**config.mk**
```make
export PLATFORM = sky130hd
export DESIGN_NAME = nbos_dist_unit
export DESIGN_NICKNAME = d
export VERILOG_FILES = /design/src/design/nbos_pkg.sv /design/src/design/nbos_dist_unit.sv
export SDC_FILE = /design/constraint.sdc
export NUM_CORES = 1
export LEC_CHECK = 0
export ABC_AREA = 1
export BUFFER_PORTS_ARGS = -buffer_cell sky130_fd_sc_hd__buf_2
export CAP_MARGIN = 20
export CELL_PAD_IN_SITES_DETAIL_PLACEMENT = 0
export CELL_PAD_IN_SITES_GLOBAL_PLACEMENT = 1
export CORE_UTILIZATION = 30
export CTS_BUF_LIST = sky130_fd_sc_hd__clkbuf_4
export DETAILED_ROUTE_END_ITERATION = 12
export GPL_ROUTABILITY_DRIVEN = 0
export PLACE_DENSITY_LB_ADDON = 0.1
export SETUP_SLACK_MARGIN = 0.05
export SYNTH_ARGS = -nofsm -noshare
export SYNTH_HDL_FRONTEND = slang
export SYNTH_SLANG_ARGS = --single-unit
```
**constraint.sdc**
```tcl
create_clock -name clk -period 24.9 [get_ports clk]
set_clock_uncertainty 0.15 [all_clocks]
set_input_delay 3.735 -clock clk [delete_from_list [all_inputs] [get_ports clk]]
set_output_delay 3.735 -clock clk [all_outputs]
set_load 0.01 [all_outputs]
```
**src/design/nbos_pkg.sv**
```systemverilog
// Package for the nearest box owner select block: widths, mode and status codes.
// Used by every module in the design folder; depends on nothing.
package nbos_pkg;

    localparam int MaxBoxes  = 64;
    localparam int IdxBits   = $clog2(MaxBoxes);
    localparam int CntBits   = $clog2(MaxBoxes + 1);
    localparam int CoordBits = 20;
    localparam int IdBits    = 32;
    localparam int VolBits   = 64;
    localparam int DistBits  = 2 * (CoordBits + 1) + 2;

    typedef enum logic [1:0] {
        MODE_CLEAR = 2'd0,
        MODE_LOAD  = 2'd1,
        MODE_QUERY = 2'd2,
        MODE_NONE  = 2'd3
    } mode_t;

    localparam logic [1:0] STATUS_DONE       = 2'd0;
    localparam logic [1:0] STATUS_FULL       = 2'd1;
    localparam logic [1:0] STATUS_INELIGIBLE = 2'd2;

    localparam logic [1:0] KIND_GAUSSIAN = 2'd0;
    localparam logic [1:0] KIND_HYBRID   = 2'd1;

    localparam logic CFG_MAX_DISTANCE = 1'b0;
    localparam logic CFG_REQUIRE      = 1'b1;

    typedef struct packed {
        logic [IdBits-1:0]    id;
        logic [VolBits-1:0]   vol;
        logic [CoordBits-1:0] lo_x;
        logic [CoordBits-1:0] lo_y;
        logic [CoordBits-1:0] lo_z;
        logic [CoordBits-1:0] hi_x;
        logic [CoordBits-1:0] hi_y;
        logic [CoordBits-1:0] hi_z;
    } box_t;

    // Clamp an extent to zero when the box is inverted on that axis.
    function automatic logic [CoordBits:0] extent(input logic [CoordBits-1:0] lo,
                                                  input logic [CoordBits-1:0] hi);
        logic signed [CoordBits:0] d;
        d = $signed({hi[CoordBits-1], hi}) - $signed({lo[CoordBits-1], lo});
        extent = d[CoordBits] ? '0 : d;
    endfunction

endpackage

```
**src/design/nbos_dist_unit.sv**
```systemverilog
// Shared distance unit: squared clamp distance of a point to one box, one axis a cycle.
// Depends on nbos_pkg for coordinate and distance widths.
module nbos_dist_unit (
    input  logic                              clk,
    input  logic                              start,
    input  logic                              step,
    input  logic [nbos_pkg::CoordBits-1:0]    p,
    input  logic [nbos_pkg::CoordBits-1:0]    lo,
    input  logic [nbos_pkg::CoordBits-1:0]    hi,
    output logic [nbos_pkg::DistBits-1:0]     d2,
    output logic                              contained
);
    logic signed [nbos_pkg::CoordBits-1:0] ps, los, his, c;
    logic signed [nbos_pkg::CoordBits:0]   d;
    logic [nbos_pkg::CoordBits:0]          ad;
    logic [2*nbos_pkg::CoordBits+1:0]      sq;
    logic [nbos_pkg::DistBits-1:0]         d2_reg;
    logic                                  in_reg;

    always_comb
    begin
        ps  = $signed(p);
        los = $signed(lo);
        his = $signed(hi);
        c   = (ps < los) ? los : ps;
        if (c > his)
        begin
            c = his;
        end
        d  = $signed({ps[nbos_pkg::CoordBits-1], ps}) - $signed({c[nbos_pkg::CoordBits-1], c});
        ad = d[nbos_pkg::CoordBits] ? $unsigned(-d) : $unsigned(d);
        sq = ad * ad;
    end

    always_ff @(posedge clk)
    begin
        if (start)
        begin
            d2_reg <= '0;
            in_reg <= 1'b1;
        end
        else if (step)
        begin
            d2_reg <= d2_reg + nbos_pkg::DistBits'(sq);
            in_reg <= in_reg & ~((ps < los) | (ps > his));
        end
    end

    assign d2        = d2_reg;
    assign contained = in_reg;
endmodule

```
Yosys cells after proc, flatten, opt, wreduce, memory -nomap -nowiden

Cells that the tools add are included.

Bits of input ports: 63
Output and inout bits: 45
Bits in latches: 0
Word-level logic and storage cells: 15
Memory bits (read-only): 0
Flip-flop bits (word level): 45
Memory bits (writable): 0
Memories: 0

$add $sub $neg: 3
Reductions and logical operators: 0
Bitwise logic cells: 3
Multiply operators: 1
Shifts and indexed selects: 0
Equality and inequality tests: 0
Div/mod/pow operators: 0
Multiplexer cells: 3
Magnitude comparators: 3

Operator list:

| operator                       | number |
|---|---|
| adder 44 x 42 -> 44 bit        | 1 |
| multiplier 21 x 21 -> 42 bit   | 1 |
| greater-than comparator 20 bit | 2 |
| two-way mux 20 bit             | 2 |
| two-way mux 21 bit             | 1 |
| negator 21 bit                 | 1 |
| subtractor 20 x 20 -> 21 bit   | 1 |
| less-than comparator 20 bit    | 1 |
| bitwise AND 1 bit              | 1 |
| inverter 1 bit                 | 1 |
| bitwise OR 1 bit               | 1 |

Depth between registers and ports, before layout

Depth after elaboration: 9
Gate-level depth with buffers: 72
Depth with buffers taken out: 71

Worst setup path after synthesis

Ideal clock, no wire load.

Path kind: in2reg
From: input lo[19] (netlist bit)
To: register d2_reg, in the netlist d2[34]
Path slack: 10.350 ns
Required time: 24.641 ns
Path buffers: 3
Setup time: 0.109 ns
Arrival: 14.291 ns
Cell stages on the path: 64
Path through: inv_1 ha_1 nand4_1 nor3_1 nand3_1 nand3_1 xor2_1 buf_2 nand2_1 nand2_1 ha_1 nand2_1 nor3_1 nor4b_1 nand2_1 nand3_1 xnor2_1 nand2_1 (+28 left out) fa_1 fa_1 inv_1 fa_1 inv_1 ha_1 a21oi_1 a21boi_0 a21boi_0 o21bai_1 nand2_1 nand2_1 nand3_1 nand2_1 nand2_1 nand3_1 nand2_1 inv_1

Longest elaborated chain between the ends: 9

Ends and longest elaborated chain:

| item                           | line                 | text |
|---|---|---|
| from (decl)                    | nbos_dist_unit.sv:8  | `input logic [nbos_pkg::CoordBits-1:0] lo,` |
| less-than comparator 20 bit    | nbos_dist_unit.sv:25 | `c = (ps < los) ? los : ps;` |
| two-way mux 20 bit *           | nbos_dist_unit.sv:25 |  |
| greater-than comparator 20 bit | nbos_dist_unit.sv:26 | `if (c > his)` |
| two-way mux 20 bit *           | nbos_dist_unit.sv:26 |  |
| subtractor 20 x 20 -> 21 bit * | nbos_dist_unit.sv:30 | `d = $signed({ps[nbos_pkg::CoordBits-1], ps}) - $signed({c[nbos_pkg::CoordBits-1], c});` |
| negator 21 bit                 | nbos_dist_unit.sv:31 | `ad = d[nbos_pkg::CoordBits] ? $unsigned(-d) : $unsigned(d);` |
| two-way mux 21 bit *           | nbos_dist_unit.sv:31 |  |
| multiplier 21 x 21 -> 42 bit * | nbos_dist_unit.sv:32 | `sq = ad * ad;` |
| adder 44 x 42 -> 44 bit *      | nbos_dist_unit.sv:44 | `d2_reg <= d2_reg + nbos_pkg::DistBits'(sq);` |
| to (signal assigned)           | nbos_dist_unit.sv:44 |  |
| to (decl)                      | nbos_dist_unit.sv:17 | `logic [nbos_pkg::DistBits-1:0] d2_reg;` |

Every way passes the cells marked *; elsewhere a longest branch is shown, timed or not.
A chain may end at the register's enable or synchronous reset.

Final worst setup path

From: input p[5] (netlist bit)
To: register d2_reg, in the netlist d2[34]

Longest elaborated chain between the ends: 9

Ends and longest elaborated chain:

| item                           | line                 | text |
|---|---|---|
| from (decl)                    | nbos_dist_unit.sv:7  | `input logic [nbos_pkg::CoordBits-1:0] p,` |
| less-than comparator 20 bit    | nbos_dist_unit.sv:25 |  |
| two-way mux 20 bit             | nbos_dist_unit.sv:25 |  |
| greater-than comparator 20 bit | nbos_dist_unit.sv:26 |  |
| two-way mux 20 bit             | nbos_dist_unit.sv:26 |  |
| subtractor 20 x 20 -> 21 bit * | nbos_dist_unit.sv:30 |  |
| negator 21 bit                 | nbos_dist_unit.sv:31 |  |
| two-way mux 21 bit *           | nbos_dist_unit.sv:31 |  |
| multiplier 21 x 21 -> 42 bit * | nbos_dist_unit.sv:32 |  |
| adder 44 x 42 -> 44 bit *      | nbos_dist_unit.sv:44 |  |

Marked as above.

==> impl_metrics.csv <==
group,metric,value,unit
cells_and_area,utilization,0.329,
critical_path,cp_slowest_cell,"xor2_2",
critical_path,critPathMaxStageDelay,880,ps
place,hpwl,60.6,mm
critical_path,arrival,18810,ps
logic_synthesis,synthSimpleGateAreaFrac,0.202,
clocking,numCtsBuffers,5,
logic_synthesis,synth_xor_area_frac,0.0217,
logic_synthesis,synthesis.instances,2640,
global_route,grt_pass1_vias,18300,
timing,fmax,53.8,MHz
logic_synthesis,ys_types,47,
timing,finalSetupViolCount,0,
global_route,antenna_found_initial,3,
route,dr.pass1.iters,5,
clocking,cts_hold_buf,0,
cells_and_area,area_delta_synth_final,8.17,%
logic_synthesis,synthTopCellsByCount,"inv_1 (669), nand2_1 (506), fa_1 (353), nor2_1 (248), ha_1 (231)",
timing,fin_tns_setup,0,ps
logic_synthesis,seq_area_frac_synth,0.0459,
logic_synthesis,synthMuxAreaShare,0,
clocking,cts_num_sinks,45,
clocking,tritoncts,"built",
route,drc_errors,0,
route,wire_per_inst,19.3,um
run,maxCapViolCount,0,
logic_synthesis,synth_area_leaders,"fa_1 (36%), ha_1 (15%), inv_1 (13%)",
critical_path,cp_common_cell,"nand2_1",
clocking,htree_levels,2,
timing,worst_hold_slack,307,ps
logic_synthesis,synth-async-reset-ratio,0,
timing,fin_ws,6310,ps
route,num_vias,16800,
critical_path,critical-path-top-delay-family,"adder cells",
route,wl,69.3,mm
logic_synthesis,yosysTopAreaCell,"fa_1",
logic_synthesis,ys_warn_count,0,
global_route,use_met2,0.338,
clocking,cts-resized-gates,0,
cells_and_area,drive_gt1_frac,0.0862,
die,dieArea,66500,um2
timing,rsz0062_at_grt,"no",
place,portBuffers,107,
clocking,clock_latency,460,ps
min_path,hp-class,"register to register",
global_route,grt_max_degree,41,
critical_path,cp-end-kind,"register",
die,die_w,258,um
logic_synthesis,synth_compound_area_frac,0.0736,
global_route,grt_util_all_layers,0.217,
critical_path,path_max_fanout,28,
place,post-place-ws,5930,ps
cells_and_area,largest_reg_flops,44,
clocking,post_cts_buffers,0,
route,drt_iter0_drc,953,
die,core.rowCount,93,
critical_path,path_buf_inv,10,
route,antenna_left,0,
route,via_per_inst,4.67,
die,io_pins,108,
logic_synthesis,synth_most_common_cell,"inv_1",
clocking,cts_root_buf,"clkbuf_4",
critical_path,worstPathRequired,25120,ps
logic_synthesis,syn_area_per_cell,7.44,um2
clocking,cts_buffer_depth,2,
die,core-area,64600,um2
global_route,globalRouteMet1Util,0.327,
logic_synthesis,synth_ff_type,"dfxtp_1",
timing,post-route-period-util,0.747,
global_route,grt_use_met3,0.0243,
logic_synthesis,synth-adder-area-share,0.507,
timing,drv_slew,0,
die,die_h,258,um
global_route,grt_pass1_wl,110,mm
global_route,overflow,0,
run_status,status,"finished, final reports clean",
logic_synthesis,synth_top_family_by_area,"adder cells",
global_route,top_usage_layer,"met2",
cells_and_area,nets,3384,
clocking,clkTransAtPathRegs,180,ps
die,initial_core_util,0.304,
critical_path,startpoint_type,"primary input",
logic_synthesis,yosys.area.top_type_share,0.360,
logic_synthesis,synth_seq_cells,45,
logic_synthesis,netlist_area,19600,um2
timing,slew_headroom,0.249,
critical_path,path_class,"primary input to register",
timing,min_period,18590,ps
timing,tightest_slew,1130,ps
timing,finalHoldViolCount,0,
logic_synthesis,synth-edff-count,0,
worst register-to-register path: cells and delay by family, from the launching register on:
| kind | cells | cell delay, ps |
|---|---|---|
| adders and majority gates | 7 | 3420 |
| AOI/OAI and AO/OA | 4 | 1190 |
| and+or+nand+nor | 7 | 720 |
| DFF | 1 | 430 |
| buffers and inverters | 5 | 240 |
layer usage:
metal / vias up / share of wire
met5: - / 0
met4: 0 / 0.011
met3: 40 / 0.042
met2: 338 / 0.43
met1: 8336 / 0.51
li1: 8071 / -
kinds of logic after synthesis:
family	Yosys count
buf+inv	764
fa+ha+maj	584
flops	45
other cells	2
xor+xnor	46
simple gates	941
compound gates	258
cell type report:
cell class / count / area (um2)
tap: 855 / 1070
timing repair buffer: 123 / 656
multi-input combinational: 1844 / 15900
inverter: 718 / 2700
antenna: 1 / 2.50
sequential: 45 / 901
clock buffer: 5 / 37.5
fill: 7142 / 43300
clock inverter: 3 / 25.0
metrics by stage:
stage,std cells,cell area (um2)
finish,3594,21300
global route,3594,21300
CTS,3593,21200
detailed placement,3585,21200
global placement,3585,21200
floorplan,2653,19700
cells in the final DEF, fill, tap and decap left out, types with 15 or more instances in the layout:
cell type and instances:
xnor2_1 16, xor2_1 26, nand2_2 19, nand2_1 506, conb_1 15, nor2_1 248
inv_2 48, buf_4 16, buf_2 107, a21oi_1 111, nand3_1 81, inv_1 669
o21ai_0 79, ha_1 231, fa_1 353, dfxtp_1 45, nor3_1 15, nand4_1 23
path summary, 6_finish.rpt:
check,from,endpoint,slack (ps),cells past startpoint
max reg2reg,d2[13]$_SDFFE_PP0P_,d2[34]$_SDFFE_PP0P_,18670,23
min reg2reg,contained$_SDFFE_PP1P_,contained$_SDFFE_PP1P_,310,2
min,contained$_SDFFE_PP1P_,contained$_SDFFE_PP1P_,310,2
max,p[5],d2[34]$_SDFFE_PP0P_,6310,63
Power is not shown: default switching activity piles up to over one toggle a cycle in this logic, so the estimate is an artifact.
